File: config.mk
export PLATFORM = sky130hd
export DESIGN_NAME = modbus_dio_function_handler
export DESIGN_NICKNAME = d
export VERILOG_FILES = /design/src/mdfh_pkg.sv /design/src/modbus_dio_function_handler.sv /design/src/mdfh_decode.sv
export SDC_FILE = /design/constraint.sdc
export NUM_CORES = 1
export LEC_CHECK = 0
export BUFFER_PORTS_ARGS = -buffer_cell sky130_fd_sc_hd__buf_2
export CORE_ASPECT_RATIO = 1.5
export CORE_MARGIN = 4
export CORE_UTILIZATION = 61
export DETAILED_ROUTE_END_ITERATION = 8
export GPL_TIMING_DRIVEN = 0
export HOLD_SLACK_MARGIN = 0.1
export PLACE_DENSITY_LB_ADDON = 0.15
export SLEW_MARGIN = 10
export SYNTH_ARGS = -nofsm -noshare
export SYNTH_HDL_FRONTEND = slang
export SYNTH_SLANG_ARGS = --single-unit
File: constraint.sdc
create_clock -name clk_i -period 9.51 [get_ports clk_i]
set_clock_uncertainty 0.1 [all_clocks]
set_input_delay 0.951 -clock clk_i [delete_from_list [all_inputs] [get_ports clk_i]]
set_output_delay 0.951 -clock clk_i [all_outputs]
set_load 0.05 [all_outputs]
File: src/mdfh_pkg.sv
package mdfh_pkg;

  // Number of id bytes sent by read device id, capped at the largest response.
  localparam int unsigned IdLen   = 25;
  localparam int unsigned ResMax  = 25;
  localparam int unsigned IdCount = (IdLen > ResMax) ? ResMax : ((IdLen < 1) ? 1 : IdLen);

  localparam int unsigned NumCoils  = 4;
  localparam int unsigned NumInputs = 8;

  localparam int unsigned CfgW  = 11;
  localparam int unsigned CntW  = 5;
  localparam int unsigned AddrW = 4;

  typedef enum logic [2:0] {
    CMD_READ_COILS  = 3'd0,
    CMD_READ_INPUTS = 3'd1,
    CMD_WRITE_COIL  = 3'd2,
    CMD_WRITE_COILS = 3'd3,
    CMD_READ_ID     = 3'd4
  } cmd_e;

  typedef enum logic [1:0] {
    ST_OK    = 2'd0,
    ST_ADDR  = 2'd1,
    ST_VALUE = 2'd2
  } status_e;

  typedef enum logic [1:0] {
    REG_MAX_READ_COILS  = 2'd0,
    REG_MAX_READ_INPUTS = 2'd1,
    REG_MAX_WRITE_COILS = 2'd2
  } reg_e;

  typedef struct packed {
    logic [7:0]  input_pins;
    logic [7:0]  object_id;
    logic [7:0]  read_code;
    logic [7:0]  coil_data;
    logic [7:0]  byte_count;
    logic [15:0] quantity;
    logic [7:0]  addr_lo;
    logic [7:0]  addr_hi;
    logic [7:0]  frame_len;
    logic [2:0]  cmd;
  } req_t;

  // One decoded response: either a short list of bytes or the id string.
  typedef struct packed {
    status_e         status;
    logic            is_id;
    logic [CntW-1:0] count;
    logic [3:0][7:0] bytes;
    logic [3:0]      relay;
  } job_t;

  typedef struct packed {
    logic emit;
    job_t job;
  } dec_t;

  function automatic logic [7:0] ident_byte(input logic [4:0] idx);
    logic [7:0] b;
    case (idx)
      5'd0:    b = 8'h01;
      5'd1:    b = 8'h00;
      5'd2:    b = 8'h00;
      5'd3:    b = 8'h03;
      5'd4:    b = 8'h00;
      5'd5:    b = 8'h03;
      5'd6:    b = 8'h53;
      5'd7:    b = 8'h59;
      5'd8:    b = 8'h53;
      5'd9:    b = 8'h01;
      5'd10:   b = 8'h08;
      5'd11:   b = 8'h4D;
      5'd12:   b = 8'h52;
      5'd13:   b = 8'h2D;
      5'd14:   b = 8'h44;
      5'd15:   b = 8'h49;
      5'd16:   b = 8'h4F;
      5'd17:   b = 8'h38;
      5'd18:   b = 8'h34;
      5'd19:   b = 8'h02;
      5'd20:   b = 8'h04;
      5'd21:   b = 8'h56;
      5'd22:   b = 8'h31;
      5'd23:   b = 8'h2E;
      5'd24:   b = 8'h30;
      default: b = 8'h00;
    endcase
    return b;
  endfunction

endpackage

File: src/modbus_dio_function_handler.sv
// Channel    Direction  Handshake                 Contents
// s_axis     in         tvalid/tready             one parsed request per item
// m_axis     out        tvalid/tready, tlast      one response byte per item
// APB        in         psel/penable/pwrite       three quantity limit registers
//
// A request is registered, decoded combinationally and handed to the response
// emitter, which sends one byte per cycle unless m_axis stalls: one item for an
// exception, two for a read, four for a write echo and 25 for the id string. The
// emitter sets the rate; the next request is taken while the current response
// drains. The relay register changes when a request is decoded. Reset clears the
// relays and loads the default limits; stalls on m_axis hold the output item.
module modbus_dio_function_handler (
  input  logic                      clk_i,
  input  logic                      rst_ni,
  // s_axis_tdata: cmd[2:0], frame_len[10:3], addr_hi[18:11], addr_lo[26:19],
  // quantity[42:27], byte_count[50:43], coil_data[58:51], read_code[66:59],
  // object_id[74:67], input_pins[82:75], zero fill[87:83]
  input  logic                      s_axis_tvalid,
  output logic                      s_axis_tready,
  input  logic [87:0]               s_axis_tdata,
  // m_axis_tdata: status[1:0], resp_byte[9:2], relay_drive[13:10], zero fill[15:14]
  output logic                      m_axis_tvalid,
  input  logic                      m_axis_tready,
  output logic [15:0]               m_axis_tdata,
  output logic                      m_axis_tlast,
  input  logic                      psel,
  input  logic                      penable,
  input  logic                      pwrite,
  input  logic [mdfh_pkg::AddrW-1:0] paddr,
  input  logic [31:0]               pwdata,
  output logic [31:0]               prdata,
  output logic                      pready
);
  import mdfh_pkg::*;

  logic [CfgW-1:0] max_rc_q, max_ri_q, max_wc_q;
  logic            cfg_wr;
  reg_e            cfg_sel;

  logic            in_valid_q;
  req_t            in_q;
  logic            in_adv;

  dec_t            dec;
  logic [3:0]      relay_q;

  logic            job_valid_q;
  job_t            job_q;
  logic [CntW-1:0] idx_q;
  logic            out_ready;
  logic            emit;
  logic            job_last;
  logic            job_free;
  logic [7:0]      emit_byte;

  logic            out_valid_q;
  logic [1:0]      out_status_q;
  logic [7:0]      out_byte_q;
  logic            out_last_q;
  logic [3:0]      out_relay_q;

  // Configuration port
  assign pready  = 1'b1;
  assign cfg_wr  = psel & penable & pwrite;
  assign cfg_sel = reg_e'(paddr[3:2]);

  always_comb begin
    case (cfg_sel)
      REG_MAX_READ_COILS:  prdata = {21'b0, max_rc_q};
      REG_MAX_READ_INPUTS: prdata = {21'b0, max_ri_q};
      REG_MAX_WRITE_COILS: prdata = {21'b0, max_wc_q};
      default:             prdata = '0;
    endcase
  end

  always_ff @(posedge clk_i or negedge rst_ni) begin
    if (!rst_ni) begin
      max_rc_q <= CfgW'(4);
      max_ri_q <= CfgW'(8);
      max_wc_q <= CfgW'(4);
    end else if (cfg_wr) begin
      case (cfg_sel)
        REG_MAX_READ_COILS:  max_rc_q <= pwdata[CfgW-1:0];
        REG_MAX_READ_INPUTS: max_ri_q <= pwdata[CfgW-1:0];
        REG_MAX_WRITE_COILS: max_wc_q <= pwdata[CfgW-1:0];
        default: ;
      endcase
    end
  end

  // Handshake control
  assign out_ready     = !out_valid_q || m_axis_tready;
  assign emit          = job_valid_q && out_ready;
  assign job_last      = (idx_q == job_q.count - CntW'(1));
  assign job_free      = !job_valid_q || (emit && job_last);
  assign in_adv        = in_valid_q && job_free;
  assign s_axis_tready = !in_valid_q || in_adv;

  // Input register
  always_ff @(posedge clk_i or negedge rst_ni) begin
    if (!rst_ni) begin
      in_valid_q <= 1'b0;
    end else if (s_axis_tready) begin
      in_valid_q <= s_axis_tvalid;
    end
  end

  always_ff @(posedge clk_i) begin
    if (s_axis_tready && s_axis_tvalid) begin
      in_q <= req_t'(s_axis_tdata[$bits(req_t)-1:0]);
    end
  end

  mdfh_decode u_decode (
    .req_i             (in_q),
    .max_read_coils_i  (max_rc_q),
    .max_read_inputs_i (max_ri_q),
    .max_write_coils_i (max_wc_q),
    .relay_i           (relay_q),
    .dec_o             (dec)
  );

  always_ff @(posedge clk_i or negedge rst_ni) begin
    if (!rst_ni) begin
      relay_q <= '0;
    end else if (in_adv) begin
      relay_q <= dec.job.relay;
    end
  end

  // Response emitter
  always_ff @(posedge clk_i or negedge rst_ni) begin
    if (!rst_ni) begin
      job_valid_q <= 1'b0;
      idx_q       <= '0;
    end else if (in_adv && dec.emit) begin
      job_valid_q <= 1'b1;
      idx_q       <= '0;
    end else if (emit) begin
      job_valid_q <= !job_last;
      idx_q       <= idx_q + CntW'(1);
    end
  end

  always_ff @(posedge clk_i) begin
    if (in_adv && dec.emit) begin
      job_q <= dec.job;
    end
  end

  assign emit_byte = job_q.is_id ? ident_byte(idx_q) : job_q.bytes[idx_q[1:0]];

  // Output register
  always_ff @(posedge clk_i or negedge rst_ni) begin
    if (!rst_ni) begin
      out_valid_q <= 1'b0;
    end else if (out_ready) begin
      out_valid_q <= emit;
    end
  end

  always_ff @(posedge clk_i) begin
    if (emit) begin
      out_status_q <= job_q.status;
      out_byte_q   <= emit_byte;
      out_last_q   <= job_last;
      out_relay_q  <= job_q.relay;
    end
  end

  assign m_axis_tvalid = out_valid_q;
  assign m_axis_tdata  = {2'b00, out_relay_q, out_byte_q, out_status_q};
  assign m_axis_tlast  = out_last_q;

endmodule

File: src/mdfh_decode.sv
module mdfh_decode (
  input  mdfh_pkg::req_t          req_i,
  input  logic [10:0]             max_read_coils_i,
  input  logic [10:0]             max_read_inputs_i,
  input  logic [10:0]             max_write_coils_i,
  input  logic [3:0]              relay_i,
  output mdfh_pkg::dec_t          dec_o
);
  import mdfh_pkg::*;

  logic [10:0] lim;
  logic [16:0] pts;
  logic [16:0] end_sum;
  logic [7:0]  rd_mask;
  logic [8:0]  rd_mask_w;
  logic [7:0]  rd_src;
  logic [7:0]  rd_bits;
  logic [16:0] bc_need;
  logic [8:0]  flen_need;
  logic [4:0]  wc_mask_w;
  logic [3:0]  wc_mask;
  logic [7:0]  wc_bits_w;
  logic [7:0]  wc_mask_sh;
  logic [3:0]  one_hot;
  job_t        exc;
  job_t        echo;

  always_comb begin
    lim       = (req_i.cmd == CMD_READ_COILS) ? max_read_coils_i : max_read_inputs_i;
    pts       = (req_i.cmd == CMD_READ_COILS) ? 17'(NumCoils) : 17'(NumInputs);
    end_sum   = {1'b0, req_i.quantity} + 17'(req_i.addr_lo);
    rd_mask_w = (9'd1 << req_i.quantity[3:0]) - 9'd1;
    rd_mask   = rd_mask_w[7:0];
    rd_src    = (req_i.cmd == CMD_READ_COILS) ? {4'b0, relay_i} : req_i.input_pins;
    rd_bits   = (rd_src >> req_i.addr_lo[2:0]) & rd_mask;

    bc_need   = ({1'b0, req_i.quantity} + 17'd7) >> 3;
    flen_need = {1'b0, req_i.byte_count} + 9'd9;
    wc_mask_w = (5'd1 << req_i.quantity[2:0]) - 5'd1;
    wc_mask   = wc_mask_w[3:0];
    wc_bits_w = {4'b0, req_i.coil_data[3:0] & wc_mask} << req_i.addr_lo[1:0];
    wc_mask_sh = {4'b0, wc_mask} << req_i.addr_lo[1:0];
    one_hot   = 4'b0001 << req_i.addr_lo[1:0];

    exc.status = ST_OK;
    exc.is_id  = 1'b0;
    exc.count  = CntW'(1);
    exc.bytes  = '0;
    exc.relay  = relay_i;

    echo.status   = ST_OK;
    echo.is_id    = 1'b0;
    echo.count    = CntW'(4);
    echo.bytes[0] = req_i.addr_hi;
    echo.bytes[1] = req_i.addr_lo;
    echo.bytes[2] = req_i.quantity[15:8];
    echo.bytes[3] = req_i.quantity[7:0];
    echo.relay    = relay_i;

    dec_o.emit = 1'b1;
    dec_o.job  = exc;

    case (req_i.cmd)
      CMD_READ_COILS, CMD_READ_INPUTS: begin
        if (req_i.frame_len != 8'd8 || req_i.quantity == 16'd0 ||
            req_i.quantity > {5'b0, lim}) begin
          dec_o.job.status = ST_VALUE;
        end else if (req_i.addr_hi != 8'd0 || 17'(req_i.addr_lo) >= pts ||
                     end_sum > pts) begin
          dec_o.job.status = ST_ADDR;
        end else begin
          dec_o.job.count    = CntW'(2);
          dec_o.job.bytes[0] = 8'd1;
          dec_o.job.bytes[1] = rd_bits;
        end
      end
      CMD_WRITE_COIL: begin
        if (req_i.frame_len != 8'd8 || req_i.quantity[7:0] != 8'd0 ||
            (req_i.quantity[15:8] != 8'h00 && req_i.quantity[15:8] != 8'hFF)) begin
          dec_o.job.status = ST_VALUE;
        end else if (req_i.addr_hi != 8'd0 || req_i.addr_lo > 8'd3) begin
          dec_o.job.status = ST_ADDR;
        end else begin
          dec_o.job = echo;
          dec_o.job.relay = req_i.quantity[15] ? (relay_i | one_hot) : (relay_i & ~one_hot);
        end
      end
      CMD_WRITE_COILS: begin
        if (req_i.frame_len < 8'd9 || req_i.quantity == 16'd0 ||
            req_i.quantity > {5'b0, max_write_coils_i} ||
            {9'b0, req_i.byte_count} != bc_need ||
            {1'b0, req_i.frame_len} != flen_need) begin
          dec_o.job.status = ST_VALUE;
        end else if (req_i.addr_hi != 8'd0 || req_i.addr_lo > 8'd3 ||
                     end_sum > 17'(NumCoils)) begin
          dec_o.job.status = ST_ADDR;
        end else begin
          dec_o.job = echo;
          dec_o.job.relay = (relay_i & ~wc_mask_sh[3:0]) | wc_bits_w[3:0];
        end
      end
      CMD_READ_ID: begin
        if (req_i.frame_len != 8'd7 || req_i.object_id != 8'd0) begin
          dec_o.job.status = ST_ADDR;
        end else if (req_i.read_code != 8'd1) begin
          dec_o.job.status = ST_VALUE;
        end else begin
          dec_o.job.is_id = 1'b1;
          dec_o.job.count = CntW'(IdCount);
        end
      end
      default: begin
        // Unknown commands are dropped without a response.
        dec_o.emit = 1'b0;
      end
    endcase
  end

endmodule

# Word level (Yosys, flattened, before mapping)

Memory sizes are Yosys's and may differ from the RTL's.
Cells that the tools add are included.
W data, S select, Z words.

Flip-flop bits (word level): 183
Memory bits (read-only): 224
Bits of input ports: 131
Output and inout bits: 52
Memories: 1

Memory list:

| name             | words | bits a word | rd ports | clocked after Yosys merged registers in | wr ports | RTL line       | text |
|---|---|---|---|---|---|---|---|
| (name not given) | 32    | 7           | 1        | 0                                       | 0        | mdfh_pkg.sv:64 | `case (idx)` |

$add $sub $neg: 7
Magnitude comparators: 8
Equality and inequality tests: 13
Shifts and indexed selects: 6
Mux-type cells: 37
Bitwise logic cells: 10
Reductions and logical operators: 39

Operators by type and width:

| kind                    | number |
|---|---|
| $mux W42                | 2 |
| $mux W39                | 2 |
| $pmux W16 S3            | 1 |
| $pmux W11 S3            | 1 |
| $gt A16 B11 Y1          | 2 |
| $mux W16                | 2 |
| $pmux W16 S2            | 1 |
| $reduce_bool A8 Y1      | 4 |
| $mux W8                 | 3 |
| $pmux W5 S4             | 1 |
| $add A16 B3 Y17 const B | 1 |
| $add A16 B8 Y17         | 1 |
| $ge A8 B17 Y1           | 1 |
| $gt A17 B17 Y1          | 1 |
| $gt A17 B3 Y1 const B   | 1 |
| $bmux W8 S2             | 1 |
| $logic_not A16 Y1       | 1 |
| $logic_or A1 B1 Y1      | 16 |
| $mux W5                 | 3 |
| $ne A8 B14 Y1           | 1 |
| $and A4 B4 Y4           | 3 |
| $mux W2                 | 6 |
| $mux W6                 | 2 |
| $mux W11                | 1 |
| 41 further kinds        | 62 |

# Longest topological paths before layout

Depth after elaboration: 9
Mapped depth: 17

# Cells and area by module

A second synthesis with hierarchy kept.

Cell total of the unflattened synthesis: 906
Area, all modules: 10,567.6 sq um

By module, submodules not included:

| module                      | instances | cells each | area an instance (sq um) | sequential area each (sq um) |
|---|---|---|---|---|
| modbus_dio_function_handler | 1         | 419        | 7,277.0                  | 5,393.9 |
| mdfh_decode                 | 1         | 487        | 3,290.7                  | 0.0 |

# Worst setup path before layout

Ideal clock, no wire load.

Kind: register -> register
Start: reg job_q[36] (netlist bit)
End: reg in_q[0] (netlist bit), enable pin
Library setup time: 0.446 ns
Arrival time: 3.739 ns
Required time: 8.964 ns
Setup slack: 5.226 ns
Stages on the path, launching flop included: 11
Cell sequence: edfxtp_1 -> inv_1 -> ha_1 -> xor2_1 -> o21ai_0 -> a21oi_1 -> nor4_1 -> a21bo_2 -> inv_1 -> nand2_1 -> and2_1

Longest elaborated chain between the ends: 7

RTL lines:

| item                     | RTL line                           | text |
|---|---|---|
| start: declaration       | modbus_dio_function_handler.sv:48  | `job_t job_q;` |
| start signal: assignment | modbus_dio_function_handler.sv:147 | `job_q <= dec.job;` |
| $sub A5 B1 Y5            | modbus_dio_function_handler.sv:94  | `assign job_last = (idx_q == job_q.count - CntW'(1));` |
| $eq A5 B5 Y1             | modbus_dio_function_handler.sv:94  |  |
| net job_last             | modbus_dio_function_handler.sv:52  | `logic job_last;` |
| $logic_and A1 B1 Y1      | modbus_dio_function_handler.sv:95  | `assign job_free = !job_valid_q \|\| (emit && job_last);` |
| $logic_or A1 B1 Y1       | modbus_dio_function_handler.sv:95  |  |
| $logic_and A1 B1 Y1      | modbus_dio_function_handler.sv:96  | `assign in_adv = in_valid_q && job_free;` |
| $logic_or A1 B1 Y1       | modbus_dio_function_handler.sv:97  | `assign s_axis_tready = !in_valid_q \|\| in_adv;` |
| net s_axis_tready        | modbus_dio_function_handler.sv:19  | `output logic s_axis_tready,` |
| $logic_and A1 B1 Y1      | modbus_dio_function_handler.sv:109 | `if (s_axis_tready && s_axis_tvalid) begin` |
| end signal: assignment   | modbus_dio_function_handler.sv:110 | `in_q <= req_t'(s_axis_tdata[$bits(req_t)-1:0]);` |
| end: declaration         | modbus_dio_function_handler.sv:41  | `req_t in_q;` |

The timed path passes the listed nets, and every way through them passes these cells.
A chain may end at the register's enable or synchronous reset.

==> results_dict.tcl <==
set metrics [dict create \
    vdd_drop_max_uv 195 \
    cp.arrival_ns 5.78 \
    cp_data_required_time_ns 9.60 \
    worst_path_largest_cell_delay_ns 0.83 \
    fin_crit_sh 0.599 \
    grt_usage 0.269 \
    finalSetupViolCount 0 \
    max_clock_freq_mhz 176 \
    p_leak_nw 4.91 \
    pre_cts_slack_ns 3.95 \
    synth_area_leaders "edfxtp_1 39%, dfrtp_1 10%, ha_1 5.2%" \
    synth_common_cells "137 x edfxtp_1, 75 x nand2_1, 63 x nor2_1" \
    n_antenna_cell 0 \
    synthArstFlopShare 0.247 \
    finalHoldViolations 0 \
    path_class "reg -> reg" \
    min_path_type "in -> async" \
    startpoint_type "flop" \
    post-dp-hpwl_um 19500 \
    cts_hold_buffers 0 \
    finalMaxSlewViolations 0 \
    cts_setup_buffers 0 \
    grt_pass1_vias 8279 \
    crit_path_frequent_cell "clkbuf_1" \
    fillers 1269 \
    crit_family "compound AO/OA/AOI/OAI gates" \
    die_w_um 115 \
    layout-drive-gt1-share 0.218 \
    drc_errors 0 \
    wl_um 26100 \
    tns_ns 0 \
    cp_max_fo 13 \
    antenna_found_initial 0 \
    power.density_nw_per_um2 252 \
    clock-sinks 182 \
    root_buffer "clkbuf_16" \
    syn_inst 969 \
    synth_top_area_frac 0.390 \
    clkTransAtPathRegs_ns 0.07 \
    dieArea_um2 19500 \
    drtAntennaViolNets 0 \
    grt_overflow 0 \
    cp_cell_sequence "clkbuf_1 > inv_1 > nand3_1 > inv_2 > buf_1 > mux2i_1 > ha_1 > a21o_1 > a21oi_1 > o21ai_0 > o311ai_0 > nand4_1 > or3_1 > clkbuf_1 > a2111oi_0" \
    final_nets 1321 \
    ys_ff_latch 182 \
    cap_violations 0 \
    path_buf_inv 5 \
    clock_path_buffers 2 \
    cp-end-kind "flop" \
    place.gp.congestion 0.926 \
    fin_hold_ws_ns 0.306 \
    grt_max_degree 66 \
    synth.most_common_cell "edfxtp_1" \
    h-tree-depth 4 \
    synth_area_um2 10600 \
    period_needed_ns 5.70 \
    clk_latency_ns 0.44 \
    dr.pass1.iters 5 \
    synth-main-ff-cell "edfxtp_1" \
    row_count 58 \
    fin_ws_ns 3.81 \
    syn_to_final_growth_pct 16.3 \
    slew_headroom 0.221 \
    synth_edf_count 137 \
    cts_resized 0 \
    synth.distinct_cells 84 \
    die_h_um 169 \
    synth-seq-area-share 0.497 \
    synth_area_leader_cell "edfxtp_1" \
    core_area_um2 16900 \
    start_util 0.624 \
    cp_slowest_cell "o311ai_0" \
    drtIter0Drc 499 \
    vias 8340 \
    worst_pin_slew_ns 1.17 \
    synth_warnings 0 \
    port_buffers 125 \
    boundaryPins 183 \
    grt_pass1_wl_um 41000 \
    cts_buffers 17 \
    rsz0062_at_grt "false" \
    avgRoutedWirePerCell_um 19.1 \
    viasPerCell 6.10 \
    syn_area_per_cell_um2 10.9 \
    cts_tree "built" \
    outcome "finished clean" \
]
-- cell families (layout without fill, tap and decap cells) --
group,Yosys count,after routing,synth area share
mux,75,75,0.0865
buf+inv,123,283,0.0540
simple gates,305,305,0.153
xor+xnor,25,25,0.0220
other cells,2,31,0.000711
fa+ha+maj,46,46,0.0550
compound gates,211,211,0.132
flops,182,182,0.497
-- worst paths after layout --
| kind | startpoint | endpoint | slack [ns] | cells after the start |
|---|---|---|---|---|
| max in group asynchronous | rst_ni | max_wc_q[2] | 8.43 | 2 |
| hold / removal | rst_ni | max_rc_q[6] | 0.31 | 1 |
| setup / recovery | in_q[1] | job_q[15] | 3.81 | 15 |
| hold reg to reg | job_q[1] | out_relay_q[1] | 0.33 | 0 |
| setup reg to reg | in_q[1] | job_q[15] | 3.81 | 15 |
| min in group clk_i | job_q[1] | out_relay_q[1] | 0.33 | 0 |
-- metal layers --
metal	up-vias	track usage	share of wire
met1	3985	0.297	0.35
met5	-	0	0
met2	335	0.500	0.55
met3	71	0.0436	0.057
li1	3949	-	-
met4	0	0.118	0.041
-- area by class of cell --
cell class / count / area, um2 / share of cell area
plain buffers: 79 / 407 / 0.0331
clock buffers: 19 / 433 / 0.0353
clock inverters: 13 / 216 / 0.0176
inverters: 44 / 165 / 0.0135
multi-input cells: 693 / 4850 / 0.395
flip-flops and latches: 182 / 5240 / 0.427
well taps: 210 / 263 / 0.0214
repair buffers: 128 / 693 / 0.0565
-- flip-flops by register name, indices dropped and copies added, names as in the netlist --
register / cells
relay_q: 4
m_axis_tlast: 1
m_axis_tvalid: 1
job_q: 43
job_valid_q: 1
in_valid_q: 1
max_ri_q: 11
max_rc_q: 11
in_q: 79
out_relay_q: 4
out_status_q: 2
out_byte_q: 8
idx_q: 5
max_wc_q: 11
-- power breakdown --
part	switching (W)	internal [W]	leakage, nW
logic	0.000724	0.000418	2.80
registers	0.000111	0.00107	1.80
clock network	0.000308	0.000471	0.311
-- cell usage in the layout (no fill, tap or decap), types with 5 or more instances in the layout --
master     Yosys  final
nand4_1       19     19
nor2_1        63     63
bufinv_16      0      5
o211ai_1       9      9
mux2i_1       35     35
conb_1         2     31
dfrtp_1       42     42
clkbuf_1      41     42
xnor2_1       15     15
buf_2          9    134
nor4_1        18     18
xor2_1         9      9
nand2_1       75     75
clkbuf_16      0     17
nor3_1        25     25
mux2_2        30     30
buf_4         24     24
a21oi_1       51     51
inv_1         41     41
a21o_1        10     10
or3_1          5      5
nand2b_1       6      6
o21ai_0       59     59
nor2b_1       25     25
ha_1          44     44
nor3b_1        7      7
mux4_2        10     10
and3_1         7      7
edfxtp_1     137    137
a211oi_1       6      6
a31oi_1       14     14
nand3_1       23     23
-- stage by stage --
| stage | cell area, um2 | power (W) | instances | util |
|---|---|---|---|---|
| floorplan | 10700 | 0.00202 | 998 | - |
| CTS | 12300 | 0.00310 | 1367 | 0.725 |
| global route | 12300 | 0.00326 | 1368 | 0.726 |
| global placement | 11600 | 0.00227 | 1333 | 0.683 |
| finish | 12300 | 0.00310 | 1368 | 0.726 |
| detailed placement | 11600 | 0.00231 | 1335 | 0.686 |
(Power assumes the default switching activity.)
